==> config.mk <==
export PLATFORM = sky130hd
export DESIGN_NAME = button_debounce_hold_detector
export DESIGN_NICKNAME = d
export VERILOG_FILES = /design/src/rtl/bdhd_pkg.sv /design/src/rtl/button_debounce_hold_detector.sv
export VERILOG_INCLUDE_DIRS = /design/src /design/src/rtl
export SDC_FILE = /design/constraint.sdc
export NUM_CORES = 1
export LEC_CHECK = 0
export BUFFER_PORTS_ARGS = -buffer_cell sky130_fd_sc_hd__clkbuf_2
export CAP_MARGIN = 10
export CORE_MARGIN = 3
export CORE_UTILIZATION = 62
export DETAILED_ROUTE_END_ITERATION = 6
export GPL_TIMING_DRIVEN = 0
export PLACE_DENSITY = 0.89
export SLEW_MARGIN = 20
export SYNTH_ARGS = -nofsm -noshare
export SYNTH_HDL_FRONTEND = slang
export SYNTH_SLANG_ARGS = --single-unit
export TNS_END_PERCENT = 100
==> constraint.sdc <==
create_clock -name clock -period 13.98 [get_ports clock]
set_input_delay 4.194 -clock clock [delete_from_list [all_inputs] [get_ports clock]]
set_output_delay 4.194 -clock clock [all_outputs]
set_load 0.005 [all_outputs]
==> src/rtl/button_debounce_hold_detector_defines.svh <==
// ---------------------------------------------------------------------------
// Button debounce and hold detector assertion macros
// Shared assertion forms for the debounce block.
// ---------------------------------------------------------------------------
`ifndef BUTTON_DEBOUNCE_HOLD_DETECTOR_DEFINES_SVH
`define BUTTON_DEBOUNCE_HOLD_DETECTOR_DEFINES_SVH

// same-cycle implication, disabled during reset
`define BDHD_ASSERT_NOW(label, clk, rst, ante, cons, msg) \
   label: assert property (@(posedge clk) disable iff (rst) (ante) |-> (cons)) \
      else $error(msg);

// next-cycle implication, disabled during reset
`define BDHD_ASSERT_NEXT(label, clk, rst, ante, cons, msg) \
   label: assert property (@(posedge clk) disable iff (rst) (ante) |=> (cons)) \
      else $error(msg);

`endif

==> src/rtl/bdhd_pkg.sv <==
// ---------------------------------------------------------------------------
// Button debounce and hold detector package
// Transfer types, item kinds, event codes and register indexes.
// ---------------------------------------------------------------------------
`default_nettype none

package bdhd_pkg;

   localparam int unsigned TIME_W = 32;
   localparam int unsigned MS_W   = 16;
   localparam int unsigned CSR_IDX_W = 2;

   typedef enum logic [1:0] {
      KIND_SAMPLE = 2'd0,
      KIND_CLEAR  = 2'd1,
      KIND_START  = 2'd2,
      KIND_UNUSED = 2'd3
   } kind_type;

   typedef enum logic [1:0] {
      EV_NONE     = 2'd0,
      EV_PRESSED  = 2'd1,
      EV_RELEASED = 2'd2,
      EV_HELD     = 2'd3
   } event_type;

   typedef enum logic [CSR_IDX_W-1:0] {
      CSR_BUTTON_PRESENT = 2'd0,
      CSR_ACTIVE_LOW     = 2'd1,
      CSR_DEBOUNCE_MS    = 2'd2,
      CSR_HOLD_MS        = 2'd3
   } csr_index_type;

   localparam logic [MS_W-1:0] DEBOUNCE_RESET = 16'd50;
   localparam logic [MS_W-1:0] HOLD_RESET     = 16'd0;

   typedef struct packed {
      logic [1:0]        kind;
      logic              pin_level;
      logic [TIME_W-1:0] now_ms;
   } req_type;

   typedef struct packed {
      logic [1:0]        event_res;
      logic              pressed;
      logic [TIME_W-1:0] hold_time;
   } rsp_type;

endpackage

`default_nettype wire

==> src/rtl/button_debounce_hold_detector.sv <==
// ---------------------------------------------------------------------------
// Button debounce and hold detector
// Timestamp-based debouncer with press, release and long-press events.
//
//   channel  direction  handshake            payload
//   req      in         req_valid/req_ready  req_data  (kind, pin_level, now_ms)
//   rsp      out        rsp_valid/rsp_ready  rsp_data  (event_res, pressed, hold_time)
//   csr      in         csr_wr_en            csr_index, csr_wdata
//
// One item per clock unless rsp stalls; rsp_valid rises as the result register loads.
// State updates as an item leaves the input register for the result register.
// Synchronous active-high reset clears both stages and all button state.
// A stalled rsp holds its result; the input register still takes one more item.
// ---------------------------------------------------------------------------
`default_nettype none

`include "button_debounce_hold_detector_defines.svh"

module button_debounce_hold_detector
   import bdhd_pkg::*;
(
   input  wire logic                 clock,
   input  wire logic                 reset,
   input  wire logic                 req_valid,
   output logic                      req_ready,
   input  wire req_type              req_data,
   output logic                      rsp_valid,
   input  wire logic                 rsp_ready,
   output rsp_type                   rsp_data,
   input  wire logic                 csr_wr_en,
   input  wire logic [CSR_IDX_W-1:0] csr_index,
   input  wire logic [MS_W-1:0]      csr_wdata
);

   // configuration
   logic              present_ff;
   logic              active_low_ff;
   logic [MS_W-1:0]   debounce_ff;
   logic [MS_W-1:0]   hold_ms_ff;

   // button state
   logic              raw_prev_ff, raw_prev_in;
   logic              stable_ff, stable_in;
   logic [TIME_W-1:0] change_time_ff, change_time_in;
   logic [TIME_W-1:0] press_start_ff, press_start_in;
   logic              hold_rep_ff, hold_rep_in;
   event_type         event_ff, event_in;

   // pipeline
   logic              s1_valid_ff;
   req_type           s1_data_ff;
   logic              out_valid_ff;
   rsp_type           out_data_ff, out_data_in;
   logic              advance;

   logic              cur;
   logic [TIME_W-1:0] since_change;
   logic [TIME_W-1:0] since_press;
   logic              settle;

   assign advance   = s1_valid_ff && (!out_valid_ff || rsp_ready);
   assign req_ready = !s1_valid_ff || advance;
   assign rsp_valid = out_valid_ff;
   assign rsp_data  = out_data_ff;

   assign cur = s1_data_ff.pin_level ^ active_low_ff;

   always_comb begin
      raw_prev_in    = raw_prev_ff;
      stable_in      = stable_ff;
      change_time_in = change_time_ff;
      press_start_in = press_start_ff;
      hold_rep_in    = hold_rep_ff;
      event_in       = event_ff;
      since_change   = '0;
      since_press    = '0;
      settle         = 1'b0;

      case (kind_type'(s1_data_ff.kind))
         KIND_CLEAR: begin
            event_in = EV_NONE;
         end
         KIND_START: begin
            if (present_ff) begin
               raw_prev_in = cur;
               stable_in   = cur;
            end
         end
         KIND_SAMPLE: begin
            if (present_ff) begin
               if (cur != raw_prev_ff) begin
                  change_time_in = s1_data_ff.now_ms;
               end
               since_change = s1_data_ff.now_ms - change_time_in;
               settle = (since_change > TIME_W'(debounce_ff)) && (cur != stable_ff);
               if (settle) begin
                  stable_in = cur;
                  if (cur) begin
                     event_in       = EV_PRESSED;
                     press_start_in = s1_data_ff.now_ms;
                     hold_rep_in    = 1'b0;
                  end else begin
                     event_in       = EV_RELEASED;
                     press_start_in = '0;
                  end
               end
               since_press = s1_data_ff.now_ms - press_start_in;
               if (stable_in && (hold_ms_ff != '0) && !hold_rep_in
                   && (since_press > TIME_W'(hold_ms_ff))) begin
                  event_in    = EV_HELD;
                  hold_rep_in = 1'b1;
               end
               raw_prev_in = cur;
            end
         end
         default: begin
         end
      endcase

      if (present_ff) begin
         out_data_in.event_res = event_in;
         out_data_in.pressed   = stable_in;
         out_data_in.hold_time = (stable_in && (press_start_in != '0))
                                 ? (s1_data_ff.now_ms - press_start_in) : '0;
      end else begin
         out_data_in = '0;
      end
   end

   always_ff @(posedge clock) begin
      if (reset) begin
         present_ff     <= 1'b1;
         active_low_ff  <= 1'b1;
         debounce_ff    <= DEBOUNCE_RESET;
         hold_ms_ff     <= HOLD_RESET;
         raw_prev_ff    <= 1'b0;
         stable_ff      <= 1'b0;
         change_time_ff <= '0;
         press_start_ff <= '0;
         hold_rep_ff    <= 1'b0;
         event_ff       <= EV_NONE;
         s1_valid_ff    <= 1'b0;
         out_valid_ff   <= 1'b0;
      end else begin
         if (csr_wr_en) begin
            case (csr_index_type'(csr_index))
               CSR_BUTTON_PRESENT: present_ff    <= csr_wdata[0];
               CSR_ACTIVE_LOW:     active_low_ff <= csr_wdata[0];
               CSR_DEBOUNCE_MS:    debounce_ff   <= csr_wdata;
               CSR_HOLD_MS:        hold_ms_ff    <= csr_wdata;
               default: begin
               end
            endcase
         end
         if (req_ready) begin
            s1_valid_ff <= req_valid;
         end
         if (advance) begin
            raw_prev_ff    <= raw_prev_in;
            stable_ff      <= stable_in;
            change_time_ff <= change_time_in;
            press_start_ff <= press_start_in;
            hold_rep_ff    <= hold_rep_in;
            event_ff       <= event_in;
            out_valid_ff   <= 1'b1;
         end else if (rsp_ready) begin
            out_valid_ff   <= 1'b0;
         end
      end
   end

   always_ff @(posedge clock) begin
      if (req_valid && req_ready) begin
         s1_data_ff <= req_data;
      end
      if (advance) begin
         out_data_ff <= out_data_in;
      end
   end

   // held event only after its press was marked as reported
   `BDHD_ASSERT_NOW(a_held_reported, clock, reset,
      event_ff == EV_HELD, hold_rep_ff, "held event without hold flag")
   // an accepted item lands in the input register
   `BDHD_ASSERT_NEXT(a_req_lands, clock, reset,
      req_valid && req_ready, s1_valid_ff, "accepted item lost")
   // an item leaving the input register becomes a result
   `BDHD_ASSERT_NEXT(a_adv_result, clock, reset,
      advance, rsp_valid, "advanced item gave no result")

endmodule

`default_nettype wire

==> metrics, run 1 <==
status=finished, violations left; failing checks=DRC; most numerous cell in the Yosys netlist=nand2_1; Post-Synthesis Cells=1738; CTS Root Cell=clkbuf_16; WS Path Type=flip-flop to flip-flop; Hold Fails Final Rpt=0; Initial DRC Count=1977; layout cells sized above 1=9.115%; Period minus WS final=13.36 ns; final cycle utilization of the critical path=95.58%; clk sinks=175; Psw=0.6393 mW; area leader, netlist=dfxtp_1; Vias/cell=6.560; I/O Pins=95; vias in the first global route=13.10k; PD cells=112.3 mW/mm^2; First-pass DRT Iterations=7; Reg2Reg Launch Point=active_low_ff$_SDFFE_PP1P_; sw frac=37.16%; Post-synth ARST share=0%; Startpoint Class=flip-flop; Initial Util=63.24%; leak pwr=6.118 nW; Rel. slew slack=34.10%; Final nets=2022; Area contributors post-synth=dfxtp_1 15%, edfxtp_1 15%, ha_1 9.9%; Min Hold Slack=0.4569 ns; share of the synthesized area in the top cell type=15.18%; post-route ant nets=0; Pins Over Slew Limit=0; post-cts resize count=0; first-pass GRT wire length=68.79 mm; vias=14.07k; synthesis-stage register bit count=175; combinational share of power=36.1%; H-Tree Depth=4; Placer Congestion=0.9810; unrepaired setup endpoints after global routing=false; Hold Buf Count CTS=0; Worst path slowest cell=clkbuf_1; Post-synth top cells=216 x nand2_1, 174 x nor2_1, 168 x a21oi_1; Slew @ Worst Pin=0.9814 ns; Post-synth EDFFs=70; CTS Buf Count=17; syn nets=1908; Main synth FF type=dfxtp_1; core area=0.02189 sq mm; Reg power frac=34.0%; CP arrival=13.54 ns; antenna cells=0; deepest clock path buffer count=2; endpoint kind of the worst setup timing path=flip-flop; CP max stage delay=0.56 ns; Max Clock Skew=0.01427 ns; Layout fillers=1775; Final Routed Wirelength=44.35 mm; largest net degree at the start of global routing=26; # rows=54; HP Start=debounce_ff[11]$_SDFFE_PP0P_; die area=0.02416 sq mm; initial antenna violation count=0; Unique masters post-synth=95; clk slew on worst S/H paths=0.07 ns; most used cell, CP=a21oi_1; hold crit path type=flip-flop to flip-flop; Overflow after GRT=0; Buffers on Ports=93; cell area after synthesis=0.01384 sq mm; GRT Resource Usage Total=35.56%; number of setup buffers added after CTS=0; Fmax=74.84 MHz; Setup crit start=active_low_ff$_SDFFE_PP1P_; Vert. Die Dim=155.4 um; DP HPWL=34.56 mm; Max IR drop VDD=74.51 uV; Die X-Extent=155.4 um; critical path required time=14.16 ns; total negative slack=0 ns; CTS tree=built; Area Growth Syn to Fin=10.65%; Final setup viols=0; Mean Syn Cell Area=7.966 sq um; MaxCap Viol Count=0; Clock Latency Late Sink=0.45 ns; Seq/Total Area, Yosys=30.37%; CP max FO=10; Yosys warnings=0; P_int=1.081 mW; DRC Markers=1; power share of the clock group=29.9%; wire length per cell=20.67 um
[power by group through the flow]
stage | Sequential, mW | Combinational [mW] | Clock [mW]
4_1_cts | 0.583 | 0.606 | 0.506
6_report | 0.585 | 0.621 | 0.514
3_5_place_dp | 0.594 | 0.600 | 0
3_3_place_gp | 0.594 | 0.582 | 0
5_1_grt | 0.586 | 0.681 | 0.528
2_1_floorplan | 0.584 | 0.445 | 0
[stage by stage]
stage	setup slack, ns	instances	util, %	total power, mW	cell area, sq um
detailed placement	0.8854	2113	67.20	1.194	14710
global placement	1.042	2111	66.97	1.176	14660
finish	0.6186	2145	69.98	1.720	15320
global route	0.03425	2145	69.98	1.794	15320
CTS	0.8996	2145	69.98	1.696	15320
floorplan	4.185	1738	-	1.029	13840
[worst max-delay path: cells and delay by family (launching register included)]
family | cells | cell delay, ns
AOI/OAI and AO/OA | 23 | 5.98
xor gates and xnor gates | 3 | 0.94
adders and majority gates | 4 | 1.45
buffers and inverters | 6 | 1.81
DFF | 1 | 0.31
muxes | 1 | 0.33
and+or+nand+nor | 13 | 2.24
[final timing paths]
kind	endpoint	slack, ns	depth (start not counted)
worst min register to register	debounce_ff[11]$_SDFFE_PP0P_	0.46	2
worst max-delay path	rsp_data[33]$_SDFFCE_PN0P_	0.62	50
worst max register to register	rsp_data[33]$_SDFFCE_PN0P_	0.62	50
worst min-delay path	debounce_ff[11]$_SDFFE_PP0P_	0.46	2
[cell usage in the layout, fill, tap and decap left out, types with 7 or more instances in the layout]
cell type and n:
nand2_1 216, nor2_1 174, a21oi_1 168, ha_1 110
o21ai_0 105, dfxtp_1 105, clkbuf_2 94, inv_1 87
clkbuf_1 74, edfxtp_1 70, a211oi_1 42, nand2b_1 37
nor3_1 37, nand3_1 36, xor2_1 36, a21o_1 34
nor2b_1 30, mux2i_1 30, a22oi_1 30, xnor2_1 24
nand4_1 19, clkbuf_16 17, or3_1 15, a31oi_1 14
nor4_1 14, and3_1 13, o21a_1 13, o211ai_1 12
and2_1 11, o21bai_1 11, nand3b_1 9, o31ai_1 8
nor3b_1 8, o211a_1 7, or2_2 7, a21boi_0 7
[logic make-up (layout without fill, tap and decap cells)]
family          after synthesis  count (layout)  share of synthesized area, %
simple gates                649             649                         22.39
compound gates              529             529                         25.31
flops                       175             175                         30.37
buf+inv                     175             302                         4.952
fa+ha+maj                   117             117                         10.59
xor+xnor                     62              62                         4.130
mux                          31              31                         2.250
[metal layers]
layer | part of all wire [%] | track usage [%]
met5 | 0 | 0
met2 | 45 | 55.71
met3 | 11 | 6.537
met4 | 3.8 | 13.67
met1 | 41 | 48.99
[area by class of cell]
type                       count  area [sq um]  share of cell area (%)
tap                          280         350.3                   2.287
buffer                        87         356.6                   2.328
inverter                      88         330.3                   2.156
clock buffer                  18         429.2                   2.802
timing repair buffer          95         513.0                   3.349
multi-input combinational   1388          8956                   58.47
clock inverter                14         178.9                   1.168
sequential                   175          4204                   27.44
[sequential cells by signal, indices dropped and copies added (netlist names)]
signal	flops
rsp_data	35
hold_ms_ff	16
change_time_ff	32
s1_data_ff	35
s1_valid_ff	1
raw_prev_ff	1
hold_rep_ff	1
stable_ff	1
rsp_valid	1
event_ff	2
debounce_ff	16
active_low_ff	1
press_start_ff	32
present_ff	1
No activity file was read; power rests on OpenSTA's default activity.
==> run 2, diff against run 1 <==
- RECOVER_POWER: default -> 25
- clock period: 13.98 -> 13.23 ns (I/O delays scaled with it)
==> metrics, run 2 (synthesis results as in run 1) <==
status=finished, violations left; failing checks=capacitance limit, slew limit; most common cell after layout, fill and taps aside=nand2_1; CP delay by family, top=compound AO/OA/AOI/OAI gates; HP Start=debounce_ff[11]$_SDFFE_PP0P_; final core occ=70.06%; CTS Root Cell=clkbuf_16; Slew @ Worst Pin=1.705 ns; Vias/cell=6.541; Area Growth Syn to Fin=10.78%; CTS Buf Count=17; reg2reg end=rsp_data[33]$_SDFFCE_PN0P_; Hold Fails Final Rpt=0; initial antenna violation count=0; Initial Util=63.24%; GRT Resource Usage Total=35.56%; Rel. slew slack=-13.69%; First-pass DRT Iterations=7; r2r worst-path depth=50; H-Tree Depth=4; Fmax=79.91 MHz; final cycle utilization of the critical path=94.59%; vias=14.04k; core area=0.02189 sq mm; layout cells sized above 1=9.320%; Layout fillers=1776; Period minus WS final=12.51 ns; MaxCap Viol Count=1; most used cell, CP=a21oi_1; # rows=54; deepest clock path buffer count=2; CP max stage delay=0.48 ns; Pins Over Slew Limit=26; Max IR drop VDD=78.96 uV; DRC Markers=0; Max Clock Skew=0.01315 ns; CP arrival=12.69 ns; Final nets=2024; endpoint kind of the worst setup timing path=flip-flop; largest net degree at the start of global routing=26; first-pass GRT wire length=68.79 mm; unrepaired setup endpoints after global routing=false; antenna cells=0; CTS tree=built; Initial DRC Count=1959; wire length per cell=20.71 um; most frequent cells in the layout=216 x nand2_1, 174 x nor2_1, 168 x a21oi_1, 110 x ha_1, 105 x dfxtp_1; clk slew on worst S/H paths=0.07 ns; Reg2Reg Launch Point=active_low_ff$_SDFFE_PP1P_; Startpoint Class=flip-flop; Setup crit start=active_low_ff$_SDFFE_PP1P_; Buffers on Ports=93; Final Routed Wirelength=44.46 mm; Vert. Die Dim=155.4 um; post-route ant nets=0; hold crit path type=flip-flop to flip-flop; Final setup viols=0; CP endpoint=rsp_data[33]$_SDFFCE_PN0P_; vias in the first global route=13.10k; CP max FO=10; Die X-Extent=155.4 um; WS Path Type=flip-flop to flip-flop; Placer Congestion=0.9810; Worst path depth=50; I/O Pins=95; FF-to-FF setup slack=0.72 ns; Overflow after GRT=0; Clock Latency Late Sink=0.44 ns; PD cells=118.6 mW/mm^2; Hold Buf Count CTS=0; critical path required time=13.41 ns; die area=0.02416 sq mm; leak pwr=6.127 nW; buffers plus inverters on the worst setup path=6; total negative slack=0 ns; DP HPWL=34.56 mm; clk sinks=175; Worst path slowest cell=a311oi_4
## run 2: worst min-delay path by stage
stage,endpoint,slack [ns],depth (start not counted)
3_5_place_dp,debounce_ff[11]$_SDFFE_PP0P_,0.45,2
4_1_cts,debounce_ff[11]$_SDFFE_PP0P_,0.46,2
3_3_place_gp,debounce_ff[6]$_SDFFE_PP0P_,0.44,2
6_report,debounce_ff[11]$_SDFFE_PP0P_,0.46,2
5_1_grt,debounce_ff[8]$_SDFFE_PP0P_,0.48,2
2_1_floorplan,hold_rep_ff$_SDFFE_PP0P_,0.43,2
## run 2: cell type report
cell class / count / area (sq um) / area share [%]
Multi-Input combinational cell: 1388 / 8975 / 58.52
Sequential cell: 175 / 4204 / 27.41
Timing Repair Buffer: 97 / 509.2 / 3.320
Clock buffer: 18 / 429.2 / 2.798
Buffer: 87 / 360.3 / 2.349
Tap cell: 280 / 350.3 / 2.284
Inverter: 88 / 330.3 / 2.154
Clock inverter: 14 / 178.9 / 1.167
## run 2: what timing repair did
item | CTS | global route
setup endpoints to repair | 0 | 9
resized for setup | 0 | 11
buffers inserted | 0 | 2
## run 2: metrics by stage
step	area (sq um)	hold slack, ns	power [mW]	instances	setup WS [ns]
final	15340	0.4569	1.818	2147	0.7162
after global routing	15340	0.4824	1.897	2147	0.08665
after CTS	15320	0.4598	1.792	2145	0.1496
after detailed placement	14710	0.4501	1.262	2113	0.1354
after global placement	14660	0.4445	1.243	2111	0.2915
after floorplan	13840	0.4328	1.088	1738	3.435
## run 2: power breakdown
| part | switching [mW] | internal, mW | leakage, nW |
|---|---|---|---|
| Combinational | 0.408 | 0.251 | 4.30 |
| Sequential | 0.0276 | 0.591 | 1.54 |
| Clock | 0.240 | 0.301 | 0.290 |
## run 2: routing by layer
metal,part of all wire [%],vias to the layer above,global-route usage [%]
li1,-,6551,-
met2,45,817,55.71
met3,11,143,6.537
met5,0,-,0
met4,3.9,0,13.67
met1,41,6533,48.99
## run 2: tightest hold or removal path: stages (launching register included)
cell and delay, ns:
dfxtp_1 0.31, nand2_1 0.05, a21oi_1 0.05
==> run 3, diff against run 2 <==
- ABC_AREA: default -> 1
==> metrics, run 3 <==
status=finished, violations left; failing checks=DRC; WS Path Type=flip-flop to flip-flop; Total Power=1.937 mW; Seq/Total Area, Yosys=30.02%; Rel. slew slack=14.91%; combinational share of power=38.8%; Initial Util=63.59%; Buffers on Ports=94; Hold Buf Count CTS=0; post-cts resize count=0; Final Routed Wirelength=47.08 mm; Slew @ Worst Pin=1.275 ns; initial antenna violation count=0; synthesis-stage register bit count=175; Final setup viols=0; hold crit path type=flip-flop to flip-flop; Worst path slowest cell=dfxtp_1; GRT Resource Usage Total=37.93%; MaxCap Viol Count=0; Area Growth Syn to Fin=10.60%; Vert. Die Dim=156.3 um; P_int=1.126 mW; smallest setup slack after layout=2.888 ns; DP Worst Slack=3.341 ns; Mean Syn Cell Area=6.903 sq um; # rows=54; Max IR drop VDD=86.88 uV; fin area=0.01549 sq mm; most frequent cells in the layout=468 x nand2_1, 286 x inv_1, 203 x a21oi_1, 170 x o21ai_0, 149 x nor2_1; power share of the clock group=28.5%; Post-Synthesis Cells=2029; Max Clock Skew=0.01826 ns; I/O Pins=95; Final nets=2313; PD cells=125.0 mW/mm^2; first-pass GRT wire length=72.35 mm; Initial DRC Count=1614; Yosys warnings=0; unrepaired setup endpoints after global routing=false; Startpoint Class=flip-flop; most numerous cell in the Yosys netlist=nand2_1; antenna cells=0; share of the synthesized area in the top cell type=15.01%; layout cells sized above 1=9.184%; deepest clock path buffer count=2; Placer Congestion=1.050; CTS Buf Count=17; CP arrival=10.55 ns; leak pwr=7.381 nW; post-route ant nets=0; vias=14.84k; Post-synth EDFFs=70; Hold Fails Final Rpt=0; final cycle utilization of the critical path=78.17%; placed cell area=0.01486 sq mm; CTS Root Cell=clkbuf_16; core area=0.02203 sq mm; syn nets=2199; largest net degree at the start of global routing=36; total negative slack=0 ns; critical path required time=13.44 ns; wire length per cell=19.33 um; area leader, netlist=dfxtp_1; DRC Markers=1; most used cell, CP=nand2_1; clk sinks=175; vias in the first global route=14.01k; endpoint kind of the worst setup timing path=flip-flop; First-pass DRT Iterations=7; number of setup buffers added after CTS=0; Post-synth ARST share=0%; Die X-Extent=156.3 um; clk slew on worst S/H paths=0.08 ns; Clock Latency Late Sink=0.45 ns; Pins Over Slew Limit=0; Fmax=96.69 MHz; CP max stage delay=0.48 ns; die area=0.02443 sq mm; FF-to-FF setup slack=2.89 ns; sw frac=41.88%; most common cell after layout, fill and taps aside=nand2_1; Vias/cell=6.093; Psw=0.8111 mW; Reg power frac=32.7%; DP HPWL=37.01 mm; H-Tree Depth=4; Post-synth top cells=468 x nand2_1, 286 x inv_1, 203 x a21oi_1; Area contributors post-synth=dfxtp_1 15%, edfxtp_1 15%, nand2_1 13%; Main synth FF type=dfxtp_1; Overflow after GRT=0; Period minus WS final=10.34 ns; Min Hold Slack=0.4667 ns; CP max FO=10; cell area after synthesis=0.01401 sq mm; CTS tree=built; Unique masters post-synth=55
-- run 3: changes by cell type after synthesis, sizes merged, moves of 38 or more --
cell / previous run / this run
clkbuf: 74 / 34
nand2: 218 / 483
inv: 87 / 291
o21ai: 110 / 183
nand3: 36 / 115
a211oi: 44 / 6
-- run 3: stage by stage --
step	utilization, %	cells
finish	70.32	2436
CTS	70.35	2436
detailed placement	67.44	2404
global route	70.32	2436
global placement	67.31	2403
floorplan	-	2029
-- run 3: layout make-up --
type	instances	area (sq um)
buffer	54	284.0
clock buffer	17	425.4
clock inverter	15	215.2
fill	1847	6536
inverter	292	1096
multi-input combinational	1508	8423
sequential	175	4204
tap	280	350.3
timing repair buffer	95	491.7
-- run 3: kinds of logic after synthesis --
logic type	after synthesis	share of synthesized area, %
AOI/OAI and AO/OA	490	19.63
xor gates and xnor gates	46	2.877
adders and majority gates	112	10.11
buffers and inverters	346	9.845
DFF	175	30.02
muxes	17	1.215
and+or+nand+nor	843	26.31
-- run 3: path summary, 6_finish.rpt --
| path | start | end | cells after the start |
|---|---|---|---|
| worst max-delay path | active_low_ff$_SDFFE_PP1P_ | rsp_data[31]$_SDFFCE_PN0P_ | 61 |
| worst min-delay path | debounce_ff[14]$_SDFFE_PP0P_ | debounce_ff[14]$_SDFFE_PP0P_ | 2 |
| worst max register to register | active_low_ff$_SDFFE_PP1P_ | rsp_data[31]$_SDFFCE_PN0P_ | 61 |
| worst min register to register | debounce_ff[14]$_SDFFE_PP0P_ | debounce_ff[14]$_SDFFE_PP0P_ | 2 |
-- run 3: metal layers --
| layer | GRT usage (%) | part of all wire (%) | routed length, um |
|---|---|---|---|
| met5 | 0 | 0 | 0 |
| met4 | 24.09 | 7.7 | 3627 |
| met1 | 45.34 | 36 | 17010 |
| met3 | 8.407 | 11 | 5093 |
| met2 | 61.86 | 45 | 21350 |
-- run 3: worst max-delay path: cells and delay by family, from the launching register on --
| family | cells | cell delay [ns] |
|---|---|---|
| and+or+nand+nor | 32 | 3.60 |
| buffers and inverters | 8 | 1.15 |
| adders and majority gates | 4 | 1.11 |
| xor gates and xnor gates | 2 | 0.49 |
| AOI/OAI and AO/OA | 15 | 3.28 |
| DFF | 1 | 0.48 |
-- run 3: power groups by stage --
stage	logic, mW	registers, mW	clock network (mW)
after floorplan	0.533	0.628	0
after global placement	0.705	0.640	0
after detailed placement	0.730	0.641	0
after CTS	0.737	0.629	0.545
after global routing	0.833	0.634	0.571
final	0.751	0.633	0.553
